`config.mk`:
```
export PLATFORM = sky130hd
export DESIGN_NAME = reentrant_record_lock_table_flat
export DESIGN_NICKNAME = d
export VERILOG_FILES = /design/src/rrlt_pkg.sv /design/src/rrlt_if.sv /design/src/rrlt_ctrl.sv /design/src/rrlt_datapath.sv /design/src/reentrant_record_lock_table.sv /design/src/flat_wrapper.sv
export VERILOG_INCLUDE_DIRS = /design/src /design/src/src
export SDC_FILE = /design/constraint.sdc
export NUM_CORES = 1
export LEC_CHECK = 0
export ABC_AREA = 1
export BUFFER_PORTS_ARGS = -buffer_cell sky130_fd_sc_hd__buf_4
export CORE_MARGIN = 2
export CORE_UTILIZATION = 35
export CTS_CLUSTER_DIAMETER = 120
export DETAILED_ROUTE_END_ITERATION = 12
export GPL_ROUTABILITY_DRIVEN = 0
export SLEW_MARGIN = 0
export SYNTH_ARGS = -nofsm -noshare
export SYNTH_HDL_FRONTEND = slang
export SYNTH_SLANG_ARGS = --single-unit
```
`constraint.sdc`:
```
create_clock -name clk_i -period 7.2 [get_ports clk_i]
set_input_delay 0.72 -clock clk_i [delete_from_list [all_inputs] [get_ports clk_i]]
set_output_delay 0.72 -clock clk_i [all_outputs]
set_load 0.01 [all_outputs]
```
`src/reentrant_record_lock_table_macros.svh`:
```
// Assertion macros for the record lock table.
// Every macro expects clk_i and rst_ni in the scope where it is used.
`ifndef REENTRANT_RECORD_LOCK_TABLE_MACROS_SVH
`define REENTRANT_RECORD_LOCK_TABLE_MACROS_SVH

// The condition holds at every clock edge outside reset.
`define RRLT_ASSERT(lbl, cond, msg) \
  lbl: assert property (@(posedge clk_i) disable iff (!rst_ni) (cond)) else $error(msg);

// When the trigger holds, the consequence holds in the next cycle.
`define RRLT_ASSERT_NEXT(lbl, trig, cons, msg) \
  lbl: assert property (@(posedge clk_i) disable iff (!rst_ni) (trig) |=> (cons)) \
    else $error(msg);

`endif

```
`src/rrlt_pkg.sv`:
```
package rrlt_pkg;

  localparam int DefTableEntries = 16;
  localparam int DefOwnerBits    = 8;
  localparam int DefCountBits    = 16;
  localparam int DefRecordBits   = 32;

  localparam int OpcodeW = 2;
  localparam int RecordW = 32;
  localparam int OwnerW  = 8;
  localparam int HoldW   = 16;

  typedef enum logic [OpcodeW-1:0] {
    OP_QUERY      = 2'd0,
    OP_LOCK       = 2'd1,
    OP_UNLOCK     = 2'd2,
    OP_UNLOCK_ALL = 2'd3
  } opcode_e;

  typedef enum logic [2:0] {
    ST_OK         = 3'd0,
    ST_NOT_LOCKED = 3'd1,
    ST_OTHER      = 3'd2,
    ST_FULL       = 3'd3,
    ST_SATURATED  = 3'd4
  } status_e;

  typedef enum logic [1:0] {
    S_IDLE,
    S_MATCH,
    S_UPDATE
  } ctrl_state_e;

  typedef struct packed {
    logic load;
    logic compare;
    logic commit;
  } ctrl_cmd_t;

  typedef struct packed {
    logic out_free;
  } dp_status_t;

endpackage

```
`src/rrlt_if.sv`:
```
interface rrlt_req_if;
  logic                          valid;
  logic                          ready;
  rrlt_pkg::opcode_e             opcode;
  logic [rrlt_pkg::RecordW-1:0]  record_number;
  logic [rrlt_pkg::OwnerW-1:0]   owner_id;

  modport source (output valid, output opcode, output record_number, output owner_id,
                  input ready);
  modport sink (input valid, input opcode, input record_number, input owner_id,
                output ready);
endinterface

interface rrlt_rsp_if;
  logic                        valid;
  logic                        ready;
  logic                        success;
  rrlt_pkg::status_e           status;
  logic                        is_locked;
  logic [rrlt_pkg::HoldW-1:0]  hold_count;

  modport source (output valid, output success, output status, output is_locked,
                  output hold_count, input ready);
  modport sink (input valid, input success, input status, input is_locked,
                input hold_count, output ready);
endinterface

```
`src/rrlt_ctrl.sv`:
```
module rrlt_ctrl (
  input  logic                 clk_i,
  input  logic                 rst_ni,
  input  logic                 in_valid_i,
  output logic                 in_ready_o,
  input  rrlt_pkg::dp_status_t stat_i,
  output rrlt_pkg::ctrl_cmd_t  cmd_o
);
  import rrlt_pkg::*;

  ctrl_state_e state_q, state_d;

  always_ff @(posedge clk_i or negedge rst_ni) begin
    if (!rst_ni) begin
      state_q <= S_IDLE;
    end else begin
      state_q <= state_d;
    end
  end

  always_comb begin
    state_d = state_q;
    case (state_q)
      S_IDLE: begin
        if (in_valid_i) begin
          state_d = S_MATCH;
        end
      end
      S_MATCH: begin
        state_d = S_UPDATE;
      end
      S_UPDATE: begin
        if (stat_i.out_free) begin
          state_d = S_IDLE;
        end
      end
      default: begin
        state_d = S_IDLE;
      end
    endcase
  end

  always_comb begin
    in_ready_o    = 1'b0;
    cmd_o         = '0;
    case (state_q)
      S_IDLE: begin
        in_ready_o = 1'b1;
        cmd_o.load = in_valid_i;
      end
      S_MATCH: begin
        cmd_o.compare = 1'b1;
      end
      S_UPDATE: begin
        cmd_o.commit = stat_i.out_free;
      end
      default: begin
        in_ready_o = 1'b0;
      end
    endcase
  end

endmodule

```
`src/rrlt_datapath.sv`:
```
module rrlt_datapath #(
  parameter int TABLE_ENTRIES = rrlt_pkg::DefTableEntries,
  parameter int OWNER_BITS    = rrlt_pkg::DefOwnerBits,
  parameter int COUNT_BITS    = rrlt_pkg::DefCountBits,
  parameter int RECORD_BITS   = rrlt_pkg::DefRecordBits
) (
  input  logic                         clk_i,
  input  logic                         rst_ni,
  input  rrlt_pkg::ctrl_cmd_t          cmd_i,
  output rrlt_pkg::dp_status_t         stat_o,
  input  rrlt_pkg::opcode_e            opcode_i,
  input  logic [rrlt_pkg::RecordW-1:0] record_number_i,
  input  logic [rrlt_pkg::OwnerW-1:0]  owner_id_i,
  rrlt_rsp_if.source                   rsp_o
);
  import rrlt_pkg::*;

  localparam int RecW = (RECORD_BITS < RecordW) ? RECORD_BITS : RecordW;
  localparam int OwnW = (OWNER_BITS < OwnerW) ? OWNER_BITS : OwnerW;
  localparam int IdxW = $clog2(TABLE_ENTRIES);
  localparam logic [COUNT_BITS-1:0] CntMax = '1;
  localparam logic [COUNT_BITS-1:0] CntOne = COUNT_BITS'(1);

  opcode_e                    op_q;
  logic [RecW-1:0]            rec_q;
  logic [OwnW-1:0]            own_q;

  logic [RecW-1:0]            ent_rec_q [TABLE_ENTRIES];
  logic [OwnW-1:0]            ent_own_q [TABLE_ENTRIES];
  logic [COUNT_BITS-1:0]      ent_cnt_q [TABLE_ENTRIES];
  logic [TABLE_ENTRIES-1:0]   ent_valid_q;

  logic [TABLE_ENTRIES-1:0]   match_q, match_d;
  logic [TABLE_ENTRIES-1:0]   free_q;

  logic                       hit;
  logic                       full;
  logic [IdxW-1:0]            hit_idx;
  logic [IdxW-1:0]            free_idx;
  logic [OwnW-1:0]            hit_own;
  logic [COUNT_BITS-1:0]      hit_cnt;

  logic                       res_ok;
  status_e                    res_status;
  logic                       res_locked;
  logic [COUNT_BITS-1:0]      res_cnt;
  logic [31:0]                res_cnt_ext;
  logic                       wr_new;
  logic                       wr_cnt;
  logic                       wr_free;

  logic                       out_valid_q;
  logic                       success_q;
  status_e                    status_q;
  logic                       is_locked_q;
  logic [HoldW-1:0]           hold_count_q;

  always_ff @(posedge clk_i) begin
    if (cmd_i.load) begin
      op_q  <= opcode_i;
      rec_q <= RecW'(record_number_i);
      own_q <= OwnW'(owner_id_i);
    end
  end

  always_comb begin
    for (int i = 0; i < TABLE_ENTRIES; i++) begin
      match_d[i] = ent_valid_q[i] && (ent_rec_q[i] == rec_q);
    end
  end

  always_ff @(posedge clk_i) begin
    if (cmd_i.compare) begin
      match_q <= match_d;
      free_q  <= ~ent_valid_q;
    end
  end

  // Records are unique in the table, so the match vector is one-hot or empty.
  always_comb begin
    hit_idx  = '0;
    free_idx = '0;
    for (int i = 0; i < TABLE_ENTRIES; i++) begin
      if (match_q[i]) begin
        hit_idx = hit_idx | IdxW'(i);
      end
    end
    for (int i = TABLE_ENTRIES - 1; i >= 0; i--) begin
      if (free_q[i]) begin
        free_idx = IdxW'(i);
      end
    end
  end

  assign hit     = |match_q;
  assign full    = ~|free_q;
  assign hit_own = ent_own_q[hit_idx];
  assign hit_cnt = ent_cnt_q[hit_idx];

  always_comb begin
    res_ok     = 1'b0;
    res_status = ST_OK;
    res_locked = 1'b0;
    res_cnt    = '0;
    wr_new     = 1'b0;
    wr_cnt     = 1'b0;
    wr_free    = 1'b0;
    case (op_q)
      OP_QUERY: begin
        if (hit) begin
          res_ok     = 1'b1;
          res_locked = 1'b1;
          res_cnt    = hit_cnt;
        end else begin
          res_status = ST_NOT_LOCKED;
        end
      end
      OP_LOCK: begin
        if (!hit) begin
          if (full) begin
            res_status = ST_FULL;
          end else begin
            wr_new     = 1'b1;
            res_ok     = 1'b1;
            res_locked = 1'b1;
            res_cnt    = CntOne;
          end
        end else if (hit_own != own_q) begin
          res_status = ST_OTHER;
          res_locked = 1'b1;
          res_cnt    = hit_cnt;
        end else if (hit_cnt == CntMax) begin
          res_status = ST_SATURATED;
          res_locked = 1'b1;
          res_cnt    = hit_cnt;
        end else begin
          wr_cnt     = 1'b1;
          res_ok     = 1'b1;
          res_locked = 1'b1;
          res_cnt    = hit_cnt + CntOne;
        end
      end
      default: begin
        if (!hit) begin
          res_status = ST_NOT_LOCKED;
        end else if (hit_own != own_q) begin
          res_status = ST_OTHER;
          res_locked = 1'b1;
          res_cnt    = hit_cnt;
        end else begin
          res_ok = 1'b1;
          if ((op_q == OP_UNLOCK) && (hit_cnt > CntOne)) begin
            wr_cnt     = 1'b1;
            res_locked = 1'b1;
            res_cnt    = hit_cnt - CntOne;
          end else begin
            wr_free = 1'b1;
          end
        end
      end
    endcase
  end

  assign res_cnt_ext = 32'(res_cnt);

  always_ff @(posedge clk_i) begin
    if (cmd_i.commit && wr_new) begin
      ent_rec_q[free_idx] <= rec_q;
      ent_own_q[free_idx] <= own_q;
      ent_cnt_q[free_idx] <= CntOne;
    end else if (cmd_i.commit && wr_cnt) begin
      ent_cnt_q[hit_idx] <= res_cnt;
    end
  end

  always_ff @(posedge clk_i or negedge rst_ni) begin
    if (!rst_ni) begin
      ent_valid_q <= '0;
    end else if (cmd_i.commit) begin
      if (wr_new) begin
        ent_valid_q[free_idx] <= 1'b1;
      end else if (wr_free) begin
        ent_valid_q[hit_idx] <= 1'b0;
      end
    end
  end

  always_ff @(posedge clk_i or negedge rst_ni) begin
    if (!rst_ni) begin
      out_valid_q <= 1'b0;
    end else if (cmd_i.commit) begin
      out_valid_q <= 1'b1;
    end else if (rsp_o.ready) begin
      out_valid_q <= 1'b0;
    end
  end

  always_ff @(posedge clk_i) begin
    if (cmd_i.commit) begin
      success_q    <= res_ok;
      status_q     <= res_status;
      is_locked_q  <= res_locked;
      hold_count_q <= res_cnt_ext[HoldW-1:0];
    end
  end

  assign stat_o.out_free  = !out_valid_q || rsp_o.ready;
  assign rsp_o.valid      = out_valid_q;
  assign rsp_o.success    = success_q;
  assign rsp_o.status     = status_q;
  assign rsp_o.is_locked  = is_locked_q;
  assign rsp_o.hold_count = hold_count_q;

endmodule

```
`src/reentrant_record_lock_table.sv`:
```
// A word is handled in order: the request is registered at acceptance, the parallel
// record compare is registered after that, and the entry update then loads the
// output register. A new word is accepted only once that update is done, so the
// controller handles one word at a time.
// The update waits while the previous response is still unread, which stalls the input.
// Reset is asynchronous and active low; it empties the table at once.
module reentrant_record_lock_table #(
  parameter int TABLE_ENTRIES = rrlt_pkg::DefTableEntries,
  parameter int OWNER_BITS    = rrlt_pkg::DefOwnerBits,
  parameter int COUNT_BITS    = rrlt_pkg::DefCountBits,
  parameter int RECORD_BITS   = rrlt_pkg::DefRecordBits
) (
  input  logic       clk_i,
  input  logic       rst_ni,
  rrlt_req_if.sink   req_i,
  rrlt_rsp_if.source rsp_o
);
  import rrlt_pkg::*;

  ctrl_cmd_t  cmd;
  dp_status_t stat;

  rrlt_ctrl u_ctrl (
    .clk_i      (clk_i),
    .rst_ni     (rst_ni),
    .in_valid_i (req_i.valid),
    .in_ready_o (req_i.ready),
    .stat_i     (stat),
    .cmd_o      (cmd)
  );

  rrlt_datapath #(
    .TABLE_ENTRIES (TABLE_ENTRIES),
    .OWNER_BITS    (OWNER_BITS),
    .COUNT_BITS    (COUNT_BITS),
    .RECORD_BITS   (RECORD_BITS)
  ) u_datapath (
    .clk_i           (clk_i),
    .rst_ni          (rst_ni),
    .cmd_i           (cmd),
    .stat_o          (stat),
    .opcode_i        (req_i.opcode),
    .record_number_i (req_i.record_number),
    .owner_id_i      (req_i.owner_id),
    .rsp_o           (rsp_o)
  );

`include "reentrant_record_lock_table_macros.svh"

  `RRLT_ASSERT_NEXT(a_busy_after_accept, req_i.valid && req_i.ready, !req_i.ready, "accepted while busy")
  `RRLT_ASSERT(a_cmd_exclusive, $onehot0({cmd.load, cmd.compare, cmd.commit}), "overlapping commands")
  `RRLT_ASSERT(a_commit_room, !cmd.commit || !rsp_o.valid || rsp_o.ready, "response overwritten")
  `RRLT_ASSERT_NEXT(a_commit_valid, cmd.commit, rsp_o.valid, "commit without response")

endmodule
```
`src/flat_wrapper.sv`:
```
// flat-port wrapper written by rule: the top's interface ports become plain ports
module reentrant_record_lock_table_flat import rrlt_pkg::*;
#(
  parameter int TABLE_ENTRIES = rrlt_pkg::DefTableEntries,
  parameter int OWNER_BITS    = rrlt_pkg::DefOwnerBits,
  parameter int COUNT_BITS    = rrlt_pkg::DefCountBits,
  parameter int RECORD_BITS   = rrlt_pkg::DefRecordBits
)
  (clk_i, rst_ni, req_i_valid, req_i_opcode, req_i_record_number, req_i_owner_id, req_i_ready, rsp_o_valid, rsp_o_success, rsp_o_status, rsp_o_is_locked, rsp_o_hold_count, rsp_o_ready);
  rrlt_req_if req_i_i ();
  rrlt_rsp_if rsp_o_i ();
  input  logic clk_i;
  input  logic rst_ni;
  input wire logic [$bits(req_i_i.valid)-1:0] req_i_valid;
  input wire logic [$bits(req_i_i.opcode)-1:0] req_i_opcode;
  input wire logic [$bits(req_i_i.record_number)-1:0] req_i_record_number;
  input wire logic [$bits(req_i_i.owner_id)-1:0] req_i_owner_id;
  output wire logic [$bits(req_i_i.ready)-1:0] req_i_ready;
  output wire logic [$bits(rsp_o_i.valid)-1:0] rsp_o_valid;
  output wire logic [$bits(rsp_o_i.success)-1:0] rsp_o_success;
  output wire logic [$bits(rsp_o_i.status)-1:0] rsp_o_status;
  output wire logic [$bits(rsp_o_i.is_locked)-1:0] rsp_o_is_locked;
  output wire logic [$bits(rsp_o_i.hold_count)-1:0] rsp_o_hold_count;
  input wire logic [$bits(rsp_o_i.ready)-1:0] rsp_o_ready;
  assign req_i_i.valid = req_i_valid;
  assign req_i_i.opcode = req_i_opcode;
  assign req_i_i.record_number = req_i_record_number;
  assign req_i_i.owner_id = req_i_owner_id;
  assign req_i_ready = req_i_i.ready;
  assign rsp_o_valid = rsp_o_i.valid;
  assign rsp_o_success = rsp_o_i.success;
  assign rsp_o_status = rsp_o_i.status;
  assign rsp_o_is_locked = rsp_o_i.is_locked;
  assign rsp_o_hold_count = rsp_o_i.hold_count;
  assign rsp_o_i.ready = rsp_o_ready;
  reentrant_record_lock_table #(.TABLE_ENTRIES(TABLE_ENTRIES), .OWNER_BITS(OWNER_BITS), .COUNT_BITS(COUNT_BITS), .RECORD_BITS(RECORD_BITS)) u_core (.clk_i(clk_i), .rst_ni(rst_ni), .req_i(req_i_i), .rsp_o(rsp_o_i));
endmodule
```
* Word level (Yosys, flattened, before mapping)
Memory sizes are Yosys's and may differ from the RTL's.
Cells that the tools add are included.
Widths: inputs -> output; s select.
** Operators by class
- Bitwise gates (word level) :: 4
- Equality and inequality tests :: 24
- Magnitude comparators :: 5
- Multiplexer cells :: 94
- Reduce and logical (&&, ||, !) cells :: 33
- Add/subtract/negate cells :: 2
** Operator list (number)
- $eq 32x32->1 :: 16
- $mux 16 :: 10
- $mux 4 :: 25
- $reduce_or 16->1 :: 3
- $mux 1 :: 37
- $not 16->16 :: 2
- $pmux 16 s2 :: 1
- $logic_and 1x1->1 :: 21
- $mux 3 :: 7
- $add 16x1->16 const B :: 1
- $and 16x16->16 :: 1
- $eq 16x16->1 const B :: 1
- $gt 16x1->1 const B :: 1
- $or 16x16->16 :: 1
- $sub 16x1->16 const B :: 1
- $mux 2 :: 7
- $lt 4x5->1 const B :: 2
- $demux 1 s4 :: 2
- $ge 4x1->1 const B :: 2
- $ne 8x8->1 :: 1
- $pmux 1 s2 :: 3
- $pmux 2 s3 :: 1
- $pmux 3 s2 :: 1
- $eq 2x1->1 const B :: 2
- 8 further kinds :: 13
** Word-level totals
- Register bits :: 114
- Bits in writable memories :: 896
- Output and inout bits :: 23
- Memories :: 3
** Memory list
- u_core.u_datapath.ent_rec_q :: depth 16, bits a word 32, rd ports 16, clocked after Yosys merged registers in 0, write ports 1, line rrlt_datapath.sv:28 : logic [RecW-1:0] ent_rec_q [TABLE_ENTRIES];
- u_core.u_datapath.ent_cnt_q :: depth 16, bits a word 16, rd ports 1, clocked after Yosys merged registers in 0, write ports 1, line rrlt_datapath.sv:30 : logic [COUNT_BITS-1:0] ent_cnt_q [TABLE_ENTRIES];
- u_core.u_datapath.ent_own_q :: depth 16, bits a word 8, rd ports 1, clocked after Yosys merged registers in 0, write ports 1, line rrlt_datapath.sv:29 : logic [OwnW-1:0] ent_own_q [TABLE_ENTRIES];

* Depth between registers and ports, before layout
Gate-level depths: netlist of the first run.
An unclocked memory read counts as a cell.
- Depth after elaboration :: 28
- Gate-level depth with buffers :: 28
- Depth with buffers taken out :: 25

* Hierarchy
A second synthesis of the first run with hierarchy kept.
** Unflattened totals
- Cells, all modules :: 3934
- Area total of the unflattened synthesis :: 44161.1 um2
** Modules (own cells, without submodules)
- rrlt_datapath :: area each 44057.3 um2, cells an instance 3920, seq. area each 30183.9 um2, instances 1
- rrlt_ctrl :: area each 103.8 um2, cells an instance 14, seq. area each 50.0 um2, instances 1

* Worst setup path after synthesis of the first run
OpenSTA, ideal clock, no wires.
- Path type :: input to register
- From :: input port rsp_o_ready
- To :: memory u_core.u_datapath.ent_own_q[10][0] (netlist bit), enable pin
- Buffers on the path :: 1
- Stages :: 5
- Arrival time :: 5.310 ns
- Setup slack :: 1.403 ns
- Setup time :: 0.487 ns
- Path through :: nor2_1 nor2_1 nand2_1 clkbuf_1 nor3_1
** RTL lines
- start, declared :: line flat_wrapper.sv:24 : input wire logic [$bits(rsp_o_i.ready)-1:0] rsp_o_ready;
- end, declared :: line rrlt_datapath.sv:29

* Worst setup path after layout of the first run
- From :: register u_core.u_datapath.match_q[11]
- To :: memory u_core.u_datapath.ent_cnt_q[14][2] (netlist bit), enable pin
** On the way
- Cells in the longest elaborated chain, start to end :: 18
- Elaborated cells on any way between the ends :: 31
- Classes of those cells :: 1 x order compare; 2 x eq/ne; 21 x mux; 5 x reduce/logical; 2 x memory
** Ends and longest elaborated chain
- start, declared :: line rrlt_datapath.sv:33 : logic [TABLE_ENTRIES-1:0] match_q, match_d;
- start signal, assigned :: line rrlt_datapath.sv:74 : match_q <= match_d;
- $mux 4 (5 in series) :: line rrlt_datapath.sv:84 : if (match_q[i]) begin
- $mem_v2 16x16
- $gt 16x1->1 :: line rrlt_datapath.sv:152 : if ((op_q == OP_UNLOCK) && (hit_cnt > CntOne)) begin
- $logic_and 1x1->1 :: line rrlt_datapath.sv:152
- $mux 1 :: line rrlt_datapath.sv:152
- $mux 1 :: line rrlt_datapath.sv:146 : end else if (hit_own != own_q) begin
- $mux 1 :: line rrlt_datapath.sv:144 : if (!hit) begin
- $pmux 1 s2 :: line rrlt_datapath.sv:108 : case (op_q)
- $logic_and 1x1->1 :: line rrlt_datapath.sv:171 : end else if (cmd_i.commit && wr_cnt) begin
- $mux 1 :: line rrlt_datapath.sv:171
- $mux 1 :: line rrlt_datapath.sv:167 : if (cmd_i.commit && wr_new) begin
- $mux 1 (not written as such) :: line rrlt_datapath.sv:172 : ent_cnt_q[hit_idx] <= res_cnt;
- $reduce_or 16->1 (no source line)
- $mux 4 (no source line) / $mux 1 (equally long branches)
- end, declared :: line rrlt_datapath.sv:30
Parallel ways exist; a longest one is shown, timed or not.

==> run metrics, run 1 <==
Final ANT Viol Nets 0; Final Power 13.2 mW; PwrDens 260 nW/um^2; post-synth top area cell edfxtp_1; CTS Buf Count 103; global route overflow 0; layout cells sized above 1 0.121; DRT Pass-1 Iters 6; DRC viols 0; Mean Syn Cell Area 11.3 sq um; commonest non-fill, non-tap cells in the layout nand2_1 (1270), edfxtp_1 (991), inv_1 (238), o21ai_0 (206), buf_4 (174); run status finished, final reports clean; WL/cell 23.1 um; DP Wirelength 82700 um; Max-cap violations 0; Worst Path Arrival 6.25 ns; CP Launch Type flip-flop; compound-cell area share of the yosys netlist 0.0787; Overall Global Routing Usage 0.203; antenna violations before repair 9; slowest CP cell nor2_1; post-layout min period 5.94 ns; final period utilization 0.825; peak supply drop 0.000237 V; crit-path max cell delay 0.83 ns; max-slew violations 0; Ys Warns 0; Crit path top cell by count nand2_1; CP top delay family simple AND/OR/NAND/NOR gates; average via count per standard cell 5.36; Worst EP required 7.51 ns; register area share after synthesis 0.681; number of global-route vias before repair 29.4k; Synth Area in Simple Gates 0.177; CTS tree done; die height 360 um; worst hold slack 0.179 ns; Max Fclk 0.168 GHz; Area Growth Syn to Fin 13.8%; clk root buf clkbuf_16; Synth Instances 3941; I/O Buffers 68; Clock Tree Buf Depth 3; #FFs+latches synth 1010; Worst Hold Class in -> reg; Worst setup EP type flip-flop; post-cts resize count 0; row count 130; via count 31.1k; Post-Syn Area 44400 sq um; fin util 0.402; proportion of netlist area held by the largest area contributor 0.670; Die W 360 um; leakage 18.1 nW; Fin. Hold Viols 0; Area contributors post-synth edfxtp_1 (67%), nand2_1 (11%), o21ai_0 (2.3%); Slew headroom 0.162; H-tree Lvls 3; Adder-Cell Fraction of Synth Area 0.000845; DR iter-0 viols 3791; kind of critical path reg -> reg; total die area 130000 sq um; largest net degree at the start of global routing 81; initial core utilization 0.353; first-pass GRT wire length 196000 um; RSZ-0062 raised after global routing false; Worst Max-Slew Pin Slew 1.25 ns; Synth cell types 53; clock latency on the worst-skew pair 0.71 ns; Nets 4120; worst path cell trace nor2_2, nand4_4, nor2_1, nand2_1, nand2_1, o21ai_0, nand2_1, nor2_2, ha_1, or2_2, nand2_1, nor2_1, nand2_1, nor2_4, nor2_8, nand2_4, nand2_4, nand3_4, o21ai_1, nand2_1, nor2_2; Non-Filler Instances 5804; most common cell after layout, fill and taps aside nand2_1; Inst Count DP 5615; XOR/XNOR Fraction of Synth Area 0.0237; total nets after synthesis 3990; clk slew on worst S/H paths 0.06 ns; main combinational cell family by area after synthesis simple AND/OR/NAND/NOR gates; Crit Path Max Fanout 30; mux share of post-synthesis cell area 0; Layout Skew 0.0588 ns; CP Buf/Inv Count 0; # IOs 69; TNS Setup 0 ns; clock sinks 1010; Core ar. 126000 sq um; total wire length 134000 um; Finish-stage setup viols 0
[synthesized netlist by cell type, drive strengths merged]
master   count
a2111oi     10
a211o        3
a211oi      13
a21oi       56
a221o        4
a221oi      52
a22o        50
and2         1
and3         7
buf         66
clkbuf      95
clkinv       7
dfrtp       19
edfxtp     991
ha           3
inv        248
nand2     1287
nand3       75
nand4       52
nor2       220
nor3        47
nor3b        2
nor4        56
nor4b        3
o2111a       1
o2111ai      8
o211ai       4
o21ai      243
o21bai      20
o22ai       91
o311ai       1
or2         75
or4         11
xnor2       42
xor2        78
[power by group]
part / total [mW] / internal (mW) / switching (mW) / leakage [nW]
combinational: 1.36 / 0.343 / 1.02 / 7.59
clock: 5.06 / 2.81 / 2.25 / 1.52
sequential: 6.72 / 6.64 / 0.0814 / 8.98
[per-stage QoR]
| stage | instance area [sq um] | setup slack, ns |
|---|---|---|
| floorplan | 44400 | 1.40 |
| global placement | 47400 | 1.45 |
| detailed placement | 47400 | 1.33 |
| CTS | 50500 | 1.30 |
| global route | 50500 | 0.884 |
| finish | 50600 | 1.26 |
[area by class of cell]
| type | count | area [sq um] |
|---|---|---|
| Multi-Input combinational cell | 2515 | 12600 |
| Timing Repair Buffer | 186 | 1540 |
| Clock inverter | 56 | 425 |
| Clock buffer | 130 | 2720 |
| Antenna cell | 2 | 5.00 |
| Tap cell | 1650 | 2060 |
| Fill cell | 12000 | 75200 |
| Inverter | 255 | 958 |
| Sequential cell | 1010 | 30200 |
[worst reg2reg max path, stage by stage (launching register included)]
cell      delay, ns
edfxtp_1       0.44
nor2_2         0.25
nand4_4        0.48
nor2_1         0.84
nand2_1        0.12
nand2_1        0.10
o21ai_0        0.09
nand2_1        0.17
nor2_2         0.12
ha_1           0.27
or2_2          0.31
nand2_1        0.07
nor2_1         0.04
nand2_1        0.10
nor2_4         0.06
nor2_8         0.18
nand2_4        0.09
nand2_4        0.11
nand3_4        0.34
o21ai_1        0.35
nand2_1        0.19
nor2_2         0.83
[sequential cells by signal, indices dropped and copies added, names as in the netlist]
name and count:
u_core.u_datapath.free_q 16, u_core.u_datapath.rec_q 32, u_core.u_datapath.ent_valid_q 16, u_core.u_datapath.rsp_o.status 3
u_core.u_datapath.own_q 8, u_core.u_datapath.ent_own_q 128, u_core.u_ctrl.state_q 2, u_core.u_datapath.ent_rec_q 512
u_core.u_datapath.rsp_o.success 1, u_core.u_datapath.match_q 16, u_core.u_datapath.rsp_o.is_locked 1, u_core.u_datapath.rsp_o.hold_count 16
u_core.u_datapath.ent_cnt_q 256, u_core.u_datapath.rsp_o.valid 1, u_core.u_datapath.op_q 2
[per-layer routing]
| layer | global-route usage | share of wire | wire length, um | up-vias |
|---|---|---|---|---|
| met5 | 0 | 0.00042 | 57 | - |
| met3 | 0.0344 | 0.084 | 11200 | 276 |
| met4 | 0.0651 | 0.033 | 4370 | 8 |
| met1 | 0.266 | 0.40 | 54200 | 15300 |
| met2 | 0.342 | 0.48 | 64300 | 1433 |
| li1 | - | - | - | 14100 |
[what timing repair did]
item,4_1_cts,5_1_grt
buffers inserted,0,0
hold buffers,1,0
hold endpoints to repair,19,0
[kinds of logic (layout without fill, tap and decap cells)]
group                    count (synthesis)  in the layout
other                                    0              2
adder cells (fa/ha/maj)                  3              3
AND/OR/NAND/NOR                       1836           1836
buffers and inverters                  416            627
XOR/XNOR                               120            120
flip-flops                            1010           1010
AO/OA/AOI/OAI                          556            556
[worst paths after layout]
path / startpoint / end / slack, ns / depth (start not counted)
worst max-delay path: u_core.u_datapath.match_q[11] / u_core.u_datapath.ent_cnt_q[14][2] / 1.26 / 21
worst min-delay path: req_i_record_number[30] / u_core.u_datapath.rec_q[30] / 0.18 / 1
worst max register to register: u_core.u_datapath.match_q[11] / u_core.u_datapath.ent_cnt_q[14][2] / 1.26 / 21
worst min register to register: u_core.u_ctrl.state_q[0] / u_core.u_ctrl.state_q[0] / 0.50 / 1
max in group asynchronous: rst_ni / u_core.u_datapath.ent_valid_q[1] / 6.36 / 2
min in group asynchronous: rst_ni / u_core.u_ctrl.state_q[1] / 0.50 / 2
Note: power is estimated with default switching activity, not from simulation.
==> inputs of run 2 (changes only) <==
==> constraint.sdc (replaced) <==
create_clock -name clk_i -period 5.96 [get_ports clk_i]
set_input_delay 0.596 -clock clk_i [delete_from_list [all_inputs] [get_ports clk_i]]
set_output_delay 0.596 -clock clk_i [all_outputs]
set_load 0.01 [all_outputs]
==> run 2 against run 1 <==
Net effect:
- cell area is 0.44% higher
- power is 22% higher
- via count is 1.0% higher
- die area stayed put
- clock skew is 0.0011 ns higher
- non-clock buffer count is 24 higher
- maximum frequency is 11% higher
- clock power is 25% higher
- count of clock-buffer cells in the layout is 4 higher
- worst hold slack worse by 0.12 ns
- critical path depth is 1 higher
==> run metrics, run 2 (synthesized netlist as in run 1, its figures left out) <==
run status finished, final reports clean (unchanged); Core ar. 126000 sq um (unchanged); antenna violations before repair 8 (was 9); kind of critical path reg -> reg (unchanged); total wire length 135000 um (was 134000 um); Nets 4142 (was 4120); most common cell after layout, fill and taps aside nand2_1 (unchanged); DRC viols 0 (unchanged); Clock Tree Buf Depth 3 (unchanged); clock latency on the worst-skew pair 0.71 ns (about the same); average via count per standard cell 5.39 (was 5.36); Final Power 16.1 mW (was 13.2 mW); CP Capture Point u_core.u_datapath.ent_cnt_q[7][10] (was u_core.u_datapath.ent_cnt_q[14][2]); commonest non-fill, non-tap cells in the layout nand2_1 (1270), edfxtp_1 (991), inv_1 (238), o21ai_0 (206), buf_4 (201) (was nand2_1 (1270), edfxtp_1 (991), inv_1 (238), o21ai_0 (206), buf_4 (174)); Area Growth Syn to Fin 14.3% (was 13.8%); Worst Path Arrival 5.70 ns (was 6.25 ns); Crit Path Max Fanout 29 (was 30); Post-CTS Setup Inserts 0 (unchanged); peak supply drop 0.000252 V (was 0.000237 V); row count 130 (unchanged); FF-to-FF setup slack 0.60 ns (was 1.26 ns); Final ANT Viol Nets 0 (unchanged); CTS Buf Count 101 (was 103); # IOs 69 (unchanged); RSZ-0062 raised after global routing false (unchanged); Slew headroom 0.302 (was 0.162); Non-Filler Instances 5831 (was 5804); clock sinks 1010 (unchanged); CP Launch Point u_core.u_datapath.match_q[11] (unchanged); post-layout min period 5.36 ns (was 5.94 ns); reg2reg start u_core.u_datapath.match_q[11] (unchanged); fin util 0.404 (was 0.402); global route overflow 0 (unchanged); WL/cell 23.2 um (was 23.1 um); initial core utilization 0.353 (unchanged); layout cells sized above 1 0.125 (was 0.121); CTS tree done (unchanged); Overall Global Routing Usage 0.205 (was 0.203); Biggest register u_core.u_datapath.ent_rec_q (unchanged); Worst EP required 6.29 ns (was 7.51 ns); largest net degree at the start of global routing 96 (was 81); total die area 130000 sq um (unchanged); Max Fclk 0.186 GHz (was 0.168 GHz); Reg2Reg Depth 22 (was 21); Inst Count DP 5639 (was 5615); Worst Max-Slew Pin Slew 1.04 ns (was 1.25 ns); Worst setup EP type flip-flop (unchanged); H-tree Lvls 3 (unchanged); fillers 11.9k (was 12.0k); final period utilization 0.900 (was 0.825); Layout Skew 0.0599 ns (was 0.0588 ns); Max-cap violations 0 (unchanged); Die W 360 um (unchanged); die height 360 um (unchanged); Worst Hold Class in -> reg (unchanged); clk slew on worst S/H paths 0.06 ns (about the same); number of global-route vias before repair 29.7k (was 29.4k); DR iter-0 viols 3868 (was 3791); I/O Buffers 68 (unchanged); Finish-stage setup viols 0 (unchanged); clk root buf clkbuf_16 (unchanged); leakage 18.3 nW (was 18.1 nW); max-slew violations 0 (unchanged); max reg flops 512 (unchanged); via count 31.4k (was 31.1k); Fin. Hold Viols 0 (unchanged); CP Launch Type flip-flop (unchanged); Largest regs u_core.u_datapath.ent_rec_q x512, u_core.u_datapath.ent_cnt_q x256, u_core.u_datapath.ent_own_q x128 (unchanged); hold path start req_i_record_number[30] (unchanged); PwrDens 317 nW/um^2 (was 260 nW/um^2); DRT Pass-1 Iters 6 (unchanged); first-pass GRT wire length 197000 um (was 196000 um); TNS Setup 0 ns (unchanged); DP Wirelength 84600 um (was 82700 um); worst r2r dst u_core.u_datapath.ent_cnt_q[7][10] (was u_core.u_datapath.ent_cnt_q[14][2])
==> run 2: cell types whose count changed in the layout (fill, tap and decap cells not counted), sizes merged <==
cell	previous run	this run
diode	2	3
clkinv	54	51
buf	185	209
inv	248	249
bufinv	4	8
clkbuf	130	134
clkinvlp	5	1
==> run 2: what timing repair did <==
action	CTS	global route
hold buffers	1	0
endpoints found under the hold margin	19	0
resized for setup	0	0
==> run 2: how the worst min path moves through the flow <==
stage,endpoint,cells after the start
finish,u_core.u_datapath.rec_q[30],1
global route,u_core.u_datapath.rec_q[26],1
detailed placement,u_core.u_datapath.ent_valid_q[11],2
floorplan,u_core.u_ctrl.state_q[0],0
CTS,u_core.u_datapath.rec_q[29],1
global placement,u_core.u_datapath.ent_valid_q[9],2
==> run 2: final cells by class <==
cell class / instances / area, sq um / area share
tap: 1650 / 2060 / 0.0407
inverter: 255 / 958 / 0.0189
clock buffer: 134 / 2710 / 0.0534
antenna: 3 / 7.51 / 0.000148
timing repair buffer: 210 / 1680 / 0.0331
clock inverter: 54 / 531 / 0.0104
multi-input combinational: 2515 / 12600 / 0.248
sequential: 1010 / 30200 / 0.595
==> run 2: metal layers <==
metal  GRT usage  part of all wire
met5           0          0.000089
met4      0.0771             0.041
met3      0.0332             0.083
met2       0.338              0.47
met1       0.270              0.41
==> run 2: worst max-delay path, stage by stage, from the launching register on <==
cell	delay (ns)
edfxtp_1	0.44
nor2_2	0.25
nand4_4	0.50
nor2_1	0.81
nand2_1	0.11
nand4_1	0.13
nand2_1	0.06
nand2_1	0.16
nor2_2	0.07
ha_1	0.26
or2_2	0.31
nand2_1	0.07
nor2_1	0.04
nand2_1	0.09
nor2_4	0.06
nor2_8	0.18
nand2_4	0.09
nand2_4	0.10
nand3_4	0.31
o21ai_1	0.32
nand2_1	0.19
nor2_2	0.14
buf_4	0.30
==> run 2: through the flow <==
stage / instance area [sq um] / setup WS, ns / hold slack (ns)
3_5_place_dp: 47500 / 0.668 / 0.499
2_1_floorplan: 44400 / 0.254 / 0.300
6_report: 50800 / 0.597 / 0.0633
5_1_grt: 50800 / 0.180 / 0.0245
3_3_place_gp: 47500 / 0.778 / 0.478
4_1_cts: 50800 / 0.659 / 0.0203
==> run 2: report_power, final <==
group,switching [mW],internal (mW)
clock network,2.75,3.55
logic,1.25,0.417
registers,0.0963,8.02
total,4.09,12.0
